$ cat config.mk
export PLATFORM = sky130hd
export DESIGN_NAME = uvg_queue
export DESIGN_NICKNAME = d
export VERILOG_FILES = /design/src/design/uvg_pkg.sv /design/src/design/uvg_queue.sv
export SDC_FILE = /design/constraint.sdc
export NUM_CORES = 1
export LEC_CHECK = 0
export ABC_AREA = 1
export BUFFER_PORTS_ARGS = -buffer_cell sky130_fd_sc_hd__clkbuf_2
export CAP_MARGIN = 20
export CORE_ASPECT_RATIO = 1.5
export CORE_UTILIZATION = 54
export CTS_CLUSTER_DIAMETER = 40
export DETAILED_ROUTE_END_ITERATION = 12
export PLACE_DENSITY = 0.93
export SYNTH_ARGS = -nofsm -noshare
export SYNTH_HDL_FRONTEND = slang
export SYNTH_SLANG_ARGS = --single-unit
$ cat constraint.sdc
create_clock -name clk -period 14.15 [get_ports clk]
set_clock_uncertainty 0.2 [all_clocks]
set_input_delay 2.83 -clock clk [delete_from_list [all_inputs] [get_ports clk]]
set_output_delay 2.83 -clock clk [all_outputs]
set_load 0.01 [all_outputs]
$ cat src/design/uvg_pkg.sv
package uvg_pkg;

	// Field widths
	localparam int SEC_W     = 32;
	localparam int NS_W      = 30;
	localparam int CLK_SEQ_W = 14;
	localparam int TICKS_W   = 60;
	localparam int NODE_W    = 48;
	localparam int CFG_IDX_W = 2;

	// Register indexes
	localparam logic [CFG_IDX_W-1:0] CFG_NODE_ADDRESS  = 2'd0;
	localparam logic [CFG_IDX_W-1:0] CFG_FRONTEND_MARK = 2'd1;
	localparam logic [CFG_IDX_W-1:0] CFG_NODE_FOUND    = 2'd2;

	// Time constants
	localparam logic [NS_W-1:0] NS_MAX      = 30'd999999999;
	localparam logic [NS_W-1:0] NS_PER_SEC  = 30'd1000000000;
	localparam logic [NS_W-1:0] MIN_STEP_NS = 30'd100;

	// 100-ns ticks per second and the epoch offset of the UUID timestamp
	localparam logic [23:0]        TICKS_PER_SEC = 24'd10000000;
	localparam logic [TICKS_W-1:0] EPOCH_TICKS   = 60'd122192928000000000;

	// ns/100 = (ns>>2)/25, done as a reciprocal multiply: (x * DIV25_MUL) >> DIV25_SHIFT
	localparam int              DIV25_SHIFT = 33;
	localparam logic [28:0]     DIV25_MUL   = 29'd343597384;

	// Fixed UUID bits
	localparam logic [3:0] UUID_VERSION  = 4'h1;
	localparam logic [1:0] UUID_VARIANT  = 2'b10;

	// Two-entry queue between front and back
	localparam int QUEUE_DEPTH = 2;
	localparam int QPTR_W      = 1;
	localparam int QCNT_W      = 2;

	// One request after time and sequence are settled
	typedef struct packed {
		logic [SEC_W-1:0]     sec;
		logic [NS_W-1:0]      ns;
		logic [CLK_SEQ_W-1:0] seq_word;
	} job_t;

	// Configuration seen by the back end
	typedef struct packed {
		logic [NODE_W-1:0] node_address;
		logic              node_found;
	} back_cfg_t;

endpackage

$ cat src/design/uvg_queue.sv
module uvg_queue (
	input  logic          clk,
	input  logic          arst_n,
	input  uvg_pkg::job_t push_data,
	input  logic          push_valid,
	output logic          push_ready,
	output uvg_pkg::job_t pop_data,
	output logic          pop_valid,
	input  logic          pop_ready
);
	import uvg_pkg::*;

	job_t              entry_q [QUEUE_DEPTH];
	logic [QPTR_W-1:0] wr_ptr_q;
	logic [QPTR_W-1:0] rd_ptr_q;
	logic [QCNT_W-1:0] count_q;
	logic              push;
	logic              pop;

	assign push_ready = (count_q != QCNT_W'(QUEUE_DEPTH));
	assign pop_valid  = (count_q != '0);
	assign push       = push_valid & push_ready;
	assign pop        = pop_ready & pop_valid;
	assign pop_data   = entry_q[rd_ptr_q];

	// Entry storage
	always_ff @(posedge clk) begin
		if (push) begin
			entry_q[wr_ptr_q] <= push_data;
		end
	end

	// Pointers and fill count
	always_ff @(posedge clk or negedge arst_n) begin
		if (!arst_n) begin
			wr_ptr_q <= '0;
			rd_ptr_q <= '0;
			count_q  <= '0;
		end else begin
			if (push) begin
				wr_ptr_q <= wr_ptr_q + QPTR_W'(1);
			end
			if (pop) begin
				rd_ptr_q <= rd_ptr_q + QPTR_W'(1);
			end
			case ({push, pop})
				2'b10:   count_q <= count_q + QCNT_W'(1);
				2'b01:   count_q <= count_q - QCNT_W'(1);
				default: count_q <= count_q;
			endcase
		end
	end

endmodule

==> metrics <==
wire per inst 14.5 um; layout cells sized above 1 0.321; ANT nets after route 0; FP Rows 45; Yosys reg bits 156; Starting Density 0.563; most area-hungry cell type in the Yosys netlist edfxtp_1; Hold Vio Cnt, Final 0; slew margin rel. 0.412; XOR/XNOR Fraction of Synth Area 0.00152; global route total overflow 0; Post-Syn Area per Cell 13.5 um^2; post-synth top area share 0.791; Synth Cell Area 0.00577 mm^2; Max IR drop VDD 0.244 mV; fmax 205 MHz; Critical-path top delay cell buf_4; CP Class reg2out; CTS tree built; Synth Warn # 0; H-tree Lvls 4; Clk network pwr share 0.299; max-capacitance violation count 0; first-pass GRT wire length 16,100 um; minimum clock period 4870 ps; Synth Area in Adders 0.00217; Buf+Inv Stages, Crit Path 2; Die Width 86.4 um; largest stage delay on the critical path 620 ps; commonest non-fill, non-tap cell in the layout nand2_1; Leak 3.19 nW; setup violators final 0; post-CTS setup buffer count 0; PD cells 219 mW/mm^2; Distinct cells, synth 15; CP Capture Type output port; Final nets 670; largest net degree at the start of global routing 78; proportion of synthesized area in mux cells 0; Cell Chain, Critical Path buf_4 > nand2_1 > nand2_1 > clkbuf_2; sequential power share 0.414; Clock Pin Slew Worst Setup and Hold Paths 60 ps; RSZ-0062 raised after global routing false; HPWL after detailed placement 6720 um; drc violations 0; syn nets 508; WP data required 11,120 ps; Mapped Cells 427; Compound-Gate Fraction of Synth Area 0.000868; crit path max fanout 77; via count 3,632; Core Area 0.0102 mm^2; drt pass-1 iters 4; Slew @ Worst Pin 880 ps; startpoint types flip-flop; CTS Hold Buffers Added 0; design area 0.00728 mm^2; DIE HEIGHT 129 um; PortBufs 157; post-synthesis sequential area ratio 0.809; switching share of power 0.323; Fin Setup TNS 0 ps; post-CTS resize count 0; outcome finished clean; Sw Pwr 0.515 mW; max-slew violation count 0; Crit path max-delay family buffers and inverters; Internal 1.08 mW; Die Footprint 0.0111 mm^2; crit share post-route 0.344; Filler cells 681; I/O Pins 158; worst skew pair latency 410 ps; Synth Area in Simple Gates 0.160; largest cells by area after synthesis edfxtp_1, nand2_1, dfrtp_1, buf_6, buf_2; diodes inserted 0; commonest non-fill, non-tap cells in the layout nand2_1, clkbuf_2, edfxtp_1; via/cell ratio 4.89; CTS Buffer Depth 2; clk root buf clkbuf_16; Detailed Route WL 10,800 um; Num CTS Buffers 17; CP arrival 1840 ps; Sink Count 156; Tot GR Track Use 0.200; GPL Wtd Cong 0.716; Placed Area 0.00664 mm^2; largest family of logic cells by synthesized area simple AND/OR/NAND/NOR gates; Area Overhead vs Synth 26.2%; CP most frequent cell nand2_1; number of global-route vias before repair 3,531; Comb power frac 0.287; initial antenna violation count 0; hold crit path type reg2reg; DRT iter0 DRCs 179
==> flip-flops by register name (all words and copies together), names as in the netlist <==
signal / flops
wr_ptr_q: 1
entry_q: 152
rd_ptr_q: 1
count_q: 2
==> through the flow <==
step	cells	setup slack, ps	util	hold WS, ps	total power, mW
2_1_floorplan	427	7340	-	262	0.965
3_3_place_gp	711	9150	0.648	276	1.11
3_5_place_dp	711	9070	0.648	304	1.13
4_1_cts	743	9230	0.710	318	1.61
5_1_grt	743	9120	0.710	323	1.68
6_report	743	9280	0.710	322	1.60
==> synthesized netlist by cell type <==
cell / number
nand2_1: 238
edfxtp_1: 152
buf_2: 9
inv_1: 6
buf_6: 5
dfrtp_1: 4
buf_4: 3
nand3_1: 2
nor2_1: 2
a21oi_1: 1
ha_1: 1
inv_4: 1
nand4_1: 1
nor2_2: 1
xnor2_1: 1
==> metal layers <==
metal  GRT usage  vias to the layer above  share of wire  wire length, um
li1            -                     1762              -                -
met1       0.218                     1704           0.38             4140
met2       0.350                      144           0.54             5820
met3      0.0635                       22          0.056              602
met4      0.0961                        0          0.021              226
met5           0                        -              0                0
==> cell families (layout without fill, tap and decap cells) <==
kind of cell | after synthesis | after routing
compound gates | 1 | 1
xor+xnor | 1 | 1
fa+ha+maj | 1 | 1
buf+inv | 24 | 199
flops | 156 | 156
simple gates | 244 | 244
==> power groups by stage <==
stage          clock network [mW]  registers [mW]  logic [mW]
3_3_place_gp                    0           0.663       0.450
2_1_floorplan                   0           0.668       0.297
3_5_place_dp                    0           0.669       0.465
5_1_grt                     0.501           0.668       0.514
4_1_cts                     0.483           0.661       0.468
6_report                    0.477           0.660       0.459
==> layout make-up <==
type / count / area [um^2] / area share
Sequential cell: 156 / 4670 / 0.641
Clock inverter: 11 / 184 / 0.0253
Inverter: 7 / 28.8 / 0.00396
Tap cell: 141 / 176 / 0.0242
Timing Repair Buffer: 160 / 808 / 0.111
Clock buffer: 21 / 450 / 0.0619
Multi-Input combinational cell: 247 / 962 / 0.132
==> worst min-delay path, cell delays in order, from the launching register on <==
cell and delay, ps:
dfrtp_1 380, nand2_1 60, nand2_1 50
==> final timing paths <==
path | startpoint | to | slack (ps) | depth (start not counted)
setup / recovery | rd_ptr_q | pop_data[22] | 9280 | 4
hold / removal | count_q[1] | count_q[1] | 320 | 2
setup reg to reg | count_q[0] | entry_q[0][35] | 11430 | 5
hold reg to reg | count_q[1] | count_q[1] | 320 | 2
max in group asynchronous | arst_n | rd_ptr_q | 11610 | 1
min in group asynchronous | arst_n | wr_ptr_q | 2010 | 1
Power figures use the tool's default switching activity.
