--- src/design/uvg_pkg.sv ---
package uvg_pkg;

	// Field widths
	localparam int SEC_W     = 32;
	localparam int NS_W      = 30;
	localparam int CLK_SEQ_W = 14;
	localparam int TICKS_W   = 60;
	localparam int NODE_W    = 48;
	localparam int CFG_IDX_W = 2;

	// Register indexes
	localparam logic [CFG_IDX_W-1:0] CFG_NODE_ADDRESS  = 2'd0;
	localparam logic [CFG_IDX_W-1:0] CFG_FRONTEND_MARK = 2'd1;
	localparam logic [CFG_IDX_W-1:0] CFG_NODE_FOUND    = 2'd2;

	// Time constants
	localparam logic [NS_W-1:0] NS_MAX      = 30'd999999999;
	localparam logic [NS_W-1:0] NS_PER_SEC  = 30'd1000000000;
	localparam logic [NS_W-1:0] MIN_STEP_NS = 30'd100;

	// 100-ns ticks per second and the epoch offset of the UUID timestamp
	localparam logic [23:0]        TICKS_PER_SEC = 24'd10000000;
	localparam logic [TICKS_W-1:0] EPOCH_TICKS   = 60'd122192928000000000;

	// ns/100 = (ns>>2)/25, done as a reciprocal multiply: (x * DIV25_MUL) >> DIV25_SHIFT
	localparam int              DIV25_SHIFT = 33;
	localparam logic [28:0]     DIV25_MUL   = 29'd343597384;

	// Fixed UUID bits
	localparam logic [3:0] UUID_VERSION  = 4'h1;
	localparam logic [1:0] UUID_VARIANT  = 2'b10;

	// Two-entry queue between front and back
	localparam int QUEUE_DEPTH = 2;
	localparam int QPTR_W      = 1;
	localparam int QCNT_W      = 2;

	// One request after time and sequence are settled
	typedef struct packed {
		logic [SEC_W-1:0]     sec;
		logic [NS_W-1:0]      ns;
		logic [CLK_SEQ_W-1:0] seq_word;
	} job_t;

	// Configuration seen by the back end
	typedef struct packed {
		logic [NODE_W-1:0] node_address;
		logic              node_found;
	} back_cfg_t;

endpackage

--- src/design/uvg_if.sv ---
interface uvg_req_if;
	import uvg_pkg::*;
	logic             valid;
	logic             ready;
	logic [SEC_W-1:0] now_seconds;
	logic [NS_W-1:0]  now_nanoseconds;
	modport source(output valid, now_seconds, now_nanoseconds, input ready);
	modport sink(input valid, now_seconds, now_nanoseconds, output ready);
endinterface


--- src/design/uvg_front.sv ---
module uvg_front #(
	parameter int SEQUENCE_BITS = 12
) (
	input  logic          clk,
	input  logic          arst_n,
	uvg_req_if.sink       req,
	input  logic          frontend_mark,
	output uvg_pkg::job_t job,
	output logic          job_valid,
	input  logic          job_ready
);
	import uvg_pkg::*;

	logic [SEC_W-1:0]         last_sec_q;
	logic [NS_W-1:0]          last_ns_q;
	logic [SEQUENCE_BITS-1:0] seq_count_q;

	logic [NS_W-1:0]          ns_sat;
	logic [NS_W-1:0]          last_plus;
	logic                     bump;
	logic [SEC_W-1:0]         sec_use;
	logic [NS_W-1:0]          ns_use;
	logic [SEQUENCE_BITS-1:0] seq_next;
	logic [CLK_SEQ_W-1:0]     seq_word;
	logic                     xfer;

	assign req.ready = job_ready;
	assign job_valid = req.valid;
	assign xfer      = req.valid & job_ready;

	// Saturate nanoseconds, then force forward motion: at least 100 ns within the same second, else a later second
	always_comb begin
		ns_sat    = (req.now_nanoseconds > NS_MAX) ? NS_MAX : req.now_nanoseconds;
		last_plus = last_ns_q + MIN_STEP_NS;
		bump      = (req.now_seconds < last_sec_q) ||
			((req.now_seconds == last_sec_q) && (ns_sat < last_plus));
		sec_use   = req.now_seconds;
		ns_use    = ns_sat;
		if (bump) begin
			if (last_plus >= NS_PER_SEC) begin
				sec_use = last_sec_q + SEC_W'(1);
				ns_use  = '0;
			end else begin
				sec_use = last_sec_q;
				ns_use  = last_plus;
			end
		end
	end

	// Wrapping sequence counter with optional front-end mark
	always_comb begin
		seq_next = (seq_count_q == {SEQUENCE_BITS{1'b1}}) ? '0 :
			seq_count_q + SEQUENCE_BITS'(1);
		seq_word = CLK_SEQ_W'(seq_next);
		if (frontend_mark) begin
			seq_word[SEQUENCE_BITS] = 1'b1;
		end
	end

	assign job.sec      = sec_use;
	assign job.ns       = ns_use;
	assign job.seq_word = seq_word;

	// State advances on each transfer
	always_ff @(posedge clk or negedge arst_n) begin
		if (!arst_n) begin
			last_sec_q  <= '0;
			last_ns_q   <= '0;
			seq_count_q <= '0;
		end else if (xfer) begin
			last_sec_q  <= sec_use;
			last_ns_q   <= ns_use;
			seq_count_q <= seq_next;
		end
	end

endmodule

--- src/flat_wrapper.sv ---
// flat-port wrapper written by rule: the top's interface ports become plain ports
module uvg_front_flat import uvg_pkg::*;
#(
	parameter int SEQUENCE_BITS = 12
)
  (clk, arst_n, frontend_mark, job, job_valid, job_ready, req_valid, req_now_seconds, req_now_nanoseconds, req_ready);
  uvg_req_if req_i ();
  input  logic clk;
  input  logic arst_n;
  input  logic frontend_mark;
  output uvg_pkg::job_t job;
  output logic job_valid;
  input  logic job_ready;
  input wire logic [$bits(req_i.valid)-1:0] req_valid;
  input wire logic [$bits(req_i.now_seconds)-1:0] req_now_seconds;
  input wire logic [$bits(req_i.now_nanoseconds)-1:0] req_now_nanoseconds;
  output wire logic [$bits(req_i.ready)-1:0] req_ready;
  assign req_i.valid = req_valid;
  assign req_i.now_seconds = req_now_seconds;
  assign req_i.now_nanoseconds = req_now_nanoseconds;
  assign req_ready = req_i.ready;
  uvg_front #(.SEQUENCE_BITS(SEQUENCE_BITS)) u_core (.clk(clk), .arst_n(arst_n), .req(req_i), .frontend_mark(frontend_mark), .job(job), .job_valid(job_valid), .job_ready(job_ready));
endmodule
--- config.mk ---
export PLATFORM = sky130hd
export DESIGN_NAME = uvg_front_flat
export DESIGN_NICKNAME = d
export VERILOG_FILES = /design/src/design/uvg_pkg.sv /design/src/design/uvg_if.sv /design/src/design/uvg_front.sv /design/src/flat_wrapper.sv
export SDC_FILE = /design/constraint.sdc
export NUM_CORES = 1
export LEC_CHECK = 0
export ABC_CLOCK_PERIOD_IN_PS = 10000
export BUFFER_PORTS_ARGS = -buffer_cell sky130_fd_sc_hd__buf_4
export CELL_PAD_IN_SITES_DETAIL_PLACEMENT = 0
export CELL_PAD_IN_SITES_GLOBAL_PLACEMENT = 1
export CORE_MARGIN = 5
export CORE_UTILIZATION = 45
export CTS_CLUSTER_DIAMETER = 100
export DETAILED_ROUTE_END_ITERATION = 12
export HOLD_SLACK_MARGIN = 0.02
export PLACE_DENSITY_LB_ADDON = 0.05
export REMOVE_ABC_BUFFERS = 1
export SLEW_MARGIN = 20
export SYNTH_ARGS = -nofsm -noshare
export SYNTH_HDL_FRONTEND = slang
export SYNTH_SLANG_ARGS = --single-unit
--- constraint.sdc ---
create_clock -name clk -period 10 [get_ports clk]
set_input_delay 1 -clock clk [delete_from_list [all_inputs] [get_ports clk]]
set_output_delay 1 -clock clk [all_outputs]
set_load 0.005 [all_outputs]
==> impl_results.md, run 1 <==
* Die H at 144 um
* DRC at 0
* Max FO, Critical Path at 92
* CP endpoint: job[44]
* ANT cells at 0
* Slowest stage delay, CP at 0.78 ns
* Gr usage total at 24.2%
* Slew margin rel. at 39.2%
* Die area at 20800 um^2
* Seq/Total Area, Yosys at 22.9%
* Worst-path clk slew at 0.06 ns
* Worst skew pair latency at 0.35 ns
* DR WL/cell at 18.1 um
* Tmin final at 6.95 ns
* Cell type with the largest total area after synthesis: dfrtp_1
* Layout cell share with drive strength beyond 1 at 17.4%
* VDD IR-drop max at 0.182 mV
* Min-Delay Path Class: register to register
* DR vias at 8475
* Commonest cells after routing, fill and taps aside: buf_4, nand2_1, nor2_1
* Commonest non-fill, non-tap cell in the layout: buf_4
* Final hold viol count at 0
* Vias in the first global route at 7971
* # hold bufs at CTS at 0
* Fin Setup TNS at 0 ns
* Core area at 17800 um^2
* Antenna Nets Post-Route at 0
* Crit-path cells: buf_4 > nand4bb_1 > a211oi_1 > o21a_1 > nor2b_1 > ha_1 > a21oi_1 > o21ai_0 > a31oi_1 > o211ai_1 > o31ai_1 > a21o_4 > buf_4 > nand3_1 > o211ai_1 > buf_4
* Slew Viols, Final at 0
* Final net count at 1294
* Hold Path Origin: u_core.last_ns_q[1]$_DFFE_PN0P_
* R2r setup slk at 4.87 ns
* Io pins at 145
* Clock Path Buffers at 2
* Crit-path most repeated cell: buf_4
* Post-cts resize count at 0
* Crit share post-route at 69.5%
* Reg2reg path depth at 14
* Vias/cell at 6.07
* Fmax at 144 MHz
* Yosys warns at 0
* Synth cell types at 67
* Worst Clk Skew at 0.0110 ns
* Crit Path Category: primary input to output port
* Final WL at 25300 um
* Slowest CP cell: a21o_4
* Syn Inst Count at 1089
* Remaining global-route overflow at 0
* Initial core utilization at 45.4%
* Largest net degree at the start of global routing at 93
* Post-CTS Setup Inserts at 0
* Root Buffer: clkbuf_16
* Dominant cells by area after synthesis: dfrtp_1, ha_1, nand2_1
* Startpoint Class: primary input
* RSZ-0062 raised after global routing: no
* Syn Area/Cell at 7.44 um^2
* Critical Path AT at 5.95 ns
* Number of detailed-route iterations in the first pass at 5
* Power Dens Cells at 318 nW/um^2
* Max H-tree Level at 3
* DIE WIDTH at 144 um
* Post-synth EDFFs at 0
* Ys async rst share at 100%
* Status: completed
* Area growth from synthesis to layout at 17.3%
* Leakage at 0.00438 uW
* Finished Cell Area at 9500 um^2
* Clock sink total at 74
* Initial DRC count at 521
* CTS buffer count at 9
* Mapped cell area at 8100 um^2
* CP endpoint kind: output port
* Max-Cap Viols at 0
* # port buffers at 141
* Synth top area share at 22.9%
* RR Startpoint: u_core.last_ns_q[2]$_DFFE_PN0P_
* CTS tree: done
* Worst r2r dst: u_core.last_sec_q[14]$_DFFE_PN0P_
* Synth Flop Type: dfrtp_1
* DP Wirelength at 17800 um
* FP Rows at 49
* Worst Path Required at 9.00 ns
* Final setup fails at 0
* Initial antenna violation count at 0
* Crit path launch: req_now_nanoseconds[16]
* Placed Instance Area at 9160 um^2
* Routability cong. at 0.870
* Global-route wire length before repair at 40800 um
* #FFs+latches synth at 74
* Slew @ Worst Pin at 0.906 ns
-- through the flow --
step | cells | hold WS, ns | power (uW) | setup slack (ns) | util (%)
6_report | 1397 | 0.493 | 3020 | 3.05 | 53.2
5_1_grt | 1397 | 0.505 | 3300 | 2.68 | 53.2
3_3_place_gp | 1381 | 0.474 | 2630 | 3.18 | 51.4
4_1_cts | 1397 | 0.497 | 3020 | 3.11 | 53.2
2_1_floorplan | 1002 | 0.456 | 1790 | 3.07 | -
3_5_place_dp | 1381 | 0.482 | 2620 | 3.13 | 51.4
-- kinds of logic (layout without fill, tap and decap cells) --
logic type / count (synthesis) / in the layout / synth area share (%)
simple gates: 520 / 520 / 32.6
other cells: 1 / 1 / 0.0463
compound gates: 248 / 248 / 22.4
flops: 74 / 74 / 22.9
mux: 5 / 5 / 0.664
fa+ha+maj: 64 / 64 / 9.89
xor+xnor: 41 / 41 / 4.43
buf+inv: 136 / 215 / 7.14
-- worst max-delay path: cells and delay by family --
| kind | cells | cell delay [ns] |
|---|---|---|
| AO/OA/AOI/OAI | 9 | 3.02 |
| adder cells (fa/ha/maj) | 1 | 0.36 |
| buffers and inverters | 3 | 0.84 |
| AND/OR/NAND/NOR | 3 | 0.65 |
-- power by group --
group	switching [uW]	internal, uW	leakage [uW]
sequential	171	402	0.000782
clock	139	244	0.000160
combinational	1180	887	0.00344
total	1490	1530	0.00438
-- worst min-delay path by stage --
stage	end	cells after the start	slack, ns
2_1_floorplan	u_core.last_ns_q[1]$_DFFE_PN0P_	1	0.46
3_3_place_gp	u_core.last_ns_q[1]$_DFFE_PN0P_	1	0.47
3_5_place_dp	u_core.last_ns_q[1]$_DFFE_PN0P_	1	0.48
4_1_cts	u_core.last_ns_q[1]$_DFFE_PN0P_	1	0.50
5_1_grt	u_core.last_ns_q[1]$_DFFE_PN0P_	1	0.50
6_report	u_core.last_ns_q[1]$_DFFE_PN0P_	1	0.49
-- synth_stat cells, types with 9 or more instances --
master / count
a211o_1: 9
a211oi_1: 9
a21o_1: 24
a21oi_1: 27
a2bb2oi_1: 21
a31oi_1: 48
and3_1: 12
buf_2: 9
buf_4: 9
clkbuf_1: 61
dfrtp_1: 74
ha_1: 64
inv_1: 49
nand2_1: 138
nand3_1: 87
nand4_1: 40
nor2_1: 99
nor2b_1: 13
nor3_1: 26
o211ai_1: 22
o21ai_0: 25
o311ai_0: 12
o31ai_1: 15
or2_2: 17
or3_1: 40
or4_1: 10
xnor2_1: 21
xor2_1: 20
-- per-layer routing --
| metal | GRT usage, % | vias up | routed length (um) |
|---|---|---|---|
| met5 | 0 | - | 0 |
| met4 | 6.87 | 0 | 433 |
| met3 | 3.70 | 33 | 1510 |
| met2 | 38.8 | 260 | 11600 |
| met1 | 33.9 | 4026 | 11700 |
| li1 | - | 4156 | - |
-- cell type report --
class	count	area, um^2
Timing Repair Buffer	150	1130
Tap cell	229	287
Clock buffer	11	233
Sequential cell	74	1850
Clock inverter	5	103
Fill cell	1755	8340
Multi-Input combinational cell	879	5720
Inverter	49	184
-- state kept, by name, indices dropped and copies added (netlist names) --
signal	flops
u_core.last_sec_q	32
u_core.last_ns_q	30
u_core.seq_count_q	12
Note: power is estimated with default switching activity, not from simulation.
==> run 2: changes to the inputs <==
--- a/config.mk
+++ b/config.mk
@@ -5,12 +5,12 @@
 export SDC_FILE = /design/constraint.sdc
 export NUM_CORES = 1
 export LEC_CHECK = 0
-export ABC_CLOCK_PERIOD_IN_PS = 10000
+export ABC_CLOCK_PERIOD_IN_PS = 7200
 export BUFFER_PORTS_ARGS = -buffer_cell sky130_fd_sc_hd__buf_4
 export CELL_PAD_IN_SITES_DETAIL_PLACEMENT = 0
 export CELL_PAD_IN_SITES_GLOBAL_PLACEMENT = 1
 export CORE_MARGIN = 5
-export CORE_UTILIZATION = 45
+export CORE_UTILIZATION = 42
 export CTS_CLUSTER_DIAMETER = 100
 export DETAILED_ROUTE_END_ITERATION = 12
 export HOLD_SLACK_MARGIN = 0.02
==> constraint.sdc (replaced) <==
create_clock -name clk -period 7.2 [get_ports clk]
set_input_delay 0.72 -clock clk [delete_from_list [all_inputs] [get_ports clk]]
set_output_delay 0.72 -clock clk [all_outputs]
set_load 0.005 [all_outputs]
==> impl_results.md, run 2 (synthesized netlist as in run 1, its figures left out) <==
* Status: completed
* Slew Viols, Final at 0 (unchanged)
* Post-CTS Setup Inserts at 0 (unchanged)
* M1 WL at 12700 um (+7.7%)
* VDD IR-drop max at 0.245 mV (+34%)
* Antenna Nets Post-Route at 0 (unchanged)
* Largest net degree at the start of global routing at 71 (-24%)
* Crit-path cells: buf_4 > nand4bb_1 > a211oi_1 > o21a_1 > nor2b_1 > ha_1 > a21oi_1 > o21ai_0 > a31oi_1 > o211ai_1 > o31ai_1 > a21o_4 > buf_12 > nand2_1 > o221ai_1 > buf_4
* Leakage at 0.00439 uW (+0.24%)
* Crit path buf inv count at 3 (unchanged)
* CP Depth at 16 (unchanged)
* Clock sink total at 74 (unchanged)
* DR vias at 8415 (-0.71%)
* Final Total Pwr at 4180 uW (+38%)
* DRC at 0 (unchanged)
* Io pins at 145 (unchanged)
* Vias/cell at 5.88 (-3.0%)
* ANT cells at 0 (unchanged)
* FP Rows at 50 (+2.0%)
* Comb pwr share at 68.7% (+0.3 points)
* Max H-tree Level at 3 (unchanged)
* Critical Path AT at 5.29 ns (-0.66 ns)
* Root Buffer: clkbuf_16
* Slowest stage delay, CP at 0.73 ns (-0.05 ns)
* Placed Instance Area at 9240 um^2 (+0.86%)
* Switching part of the total power at 49.8% (+0.62 points)
* Core area at 18800 um^2 (+5.5%)
* Net Sw Power at 2080 uW (+40%)
* Crit-path most repeated cell: buf_4
* Delay-heaviest family, CP: compound AO/OA/AOI/OAI gates
* Gr usage total at 22.7% (-1.5 points)
* Top Layer Used: met4
* Initial antenna violation count at 0 (unchanged)
* Global-route wire length before repair at 41100 um (+0.74%)
* Max FO, Critical Path at 62 (-33%)
* # port buffers at 141 (unchanged)
* Layout cell share with drive strength beyond 1 at 17.7% (+0.31 points)
* Vias in the first global route at 7788 (-2.3%)
* Post-layout util at 50.8% (-2.5 points)
* Min-Delay Path Class: primary input to asynchronous set/reset pin
* Post-cts resize count at 0 (unchanged)
* Finished Cell Area at 9560 um^2 (+0.66%)
* Slowest CP cell: o21a_1
* Routability cong. at 0.819 (-5.9%)
* Die area at 22200 um^2 (+6.6%)
* Reg2reg path depth at 14 (unchanged)
* Filler instances at 1923 (+9.6%)
* Initial DRC count at 575 (+10%)
* # hold bufs at CTS at 0 (unchanged)
* WL met2 at 11500 um (-1.1%)
* CP endpoint kind: output port
* Die H at 149 um (+3.3%)
* Wire length on met3 at 1340 um (-11%)
* CTS tree: done
* Clock share of power at 12.2% (-0.5 points)
* Biggest register: u_core.last_sec_q
* Worst skew pair latency at 0.35 ns (about the same)
* Power Dens Cells at 437 nW/um^2 (+37%)
* Tmin final at 6.01 ns
* DP Wirelength at 18300 um (+2.6%)
* Worst r2r dst: u_core.last_sec_q[14]$_DFFE_PN0P_
* RSZ-0062 raised after global routing: no
* Crit share post-route at 83.5%
* Sequential fraction of design power at 19.1% (about the same)
* Area growth from synthesis to layout at 18.1%
* Worst Clk Skew at 0.00846 ns (-0.00256 ns)
* Final hold viol count at 0 (unchanged)
* Fmax at 166 MHz
* DIE WIDTH at 149 um (+3.3%)
* Number of detailed-route iterations in the first pass at 5 (unchanged)
* Internal power at 2090 uW (+37%)
* Hold slack at 0.362 ns (-0.131 ns)
* Crit path launch: req_now_nanoseconds[18]
* CTS buffer count at 9 (unchanged)
* Final net count at 1296 (+0.15%)
* Crit Path Category: primary input to output port
* Worst-path clk slew at 0.06 ns (about the same)
* Slew @ Worst Pin at 1.06 ns (+0.151 ns)
* Commonest non-fill, non-tap cell in the layout: buf_4
* CP endpoint: job[75]
* Remaining global-route overflow at 0 (unchanged)
* Slew margin rel. at 27.7% (-12 points)
* Fin Setup TNS at 0 ns (unchanged)
* Worst Path Required at 6.48 ns (-2.52 ns)
* Top flop regs: u_core.last_sec_q: 32 flops, u_core.last_ns_q: 30 flops, u_core.seq_count_q: 12 flops
* DR WL/cell at 18.0 um (-0.53%)
* Clock Path Buffers at 2 (unchanged)
* RR Startpoint: u_core.last_ns_q[4]$_DFFE_PN0P_
* R2r setup slk at 2.36 ns (-2.51 ns)
* Initial core utilization at 43.0% (-2.4 points)
* Final setup fails at 0 (unchanged)
* Final WL at 25800 um (+1.8%)
* Commonest cells after routing, fill and taps aside: buf_4, nand2_1, nor2_1
* Largest register FFs at 32 (unchanged)
* Startpoint Class: primary input
* Max-Cap Viols at 0 (unchanged)
-- run 2: cell count changes in the layout (fill, tap and decap cells not counted) --
| cell | delta |
|---|---|
| clkinvlp_4 | +1 |
| clkinv_2 | +1 |
| clkbuf_1 | -2 |
| bufinv_16 | -1 |
| clkinv_4 | +1 |
| buf_12 | +2 |
-- run 2: power by group through the flow --
stage	clock [uW]	sequential (uW)	combinational, uW
floorplan	0	737	1750
global placement	0	800	2860
detailed placement	0	802	2860
CTS	517	794	2880
global route	533	826	3190
finish	509	799	2870
-- run 2: worst min path at each step --
stage / cells past startpoint / from / end / slack [ns]
finish: 1 / arst_n / u_core.last_ns_q[2]$_DFFE_PN0P_ / 0.36
global route: 1 / arst_n / u_core.last_ns_q[4]$_DFFE_PN0P_ / 0.40
CTS: 1 / arst_n / u_core.last_ns_q[2]$_DFFE_PN0P_ / 0.38
detailed placement: 1 / u_core.last_ns_q[1]$_DFFE_PN0P_ / u_core.last_ns_q[1]$_DFFE_PN0P_ / 0.47
global placement: 1 / u_core.last_ns_q[1]$_DFFE_PN0P_ / u_core.last_ns_q[1]$_DFFE_PN0P_ / 0.47
floorplan: 0 / arst_n / u_core.last_ns_q[0]$_DFFE_PN0P_ / 0.42
-- run 2: through the flow --
stage	setup WS, ns	std cells
6_report	1.19	1430
5_1_grt	0.835	1430
4_1_cts	1.24	1430
3_5_place_dp	1.26	1414
3_3_place_gp	1.34	1414
2_1_floorplan	0.826	1002
-- run 2: metal layers --
layer | GRT usage [%] | up-vias
met1 | 33.6 | 3995
met5 | 0 | -
met2 | 34.9 | 245
met3 | 2.64 | 20
met4 | 6.00 | 0
li1 | - | 4155
-- run 2: area by class of cell --
class,instances,area [um^2],share of cell area [%]
Multi-Input combinational cell,879,5720,59.8
Sequential cell,74,1850,19.4
Timing Repair Buffer,152,1170,12.2
Tap cell,260,325,3.40
Clock buffer,9,225,2.36
Inverter,49,184,1.92
Clock inverter,7,93.8,0.981
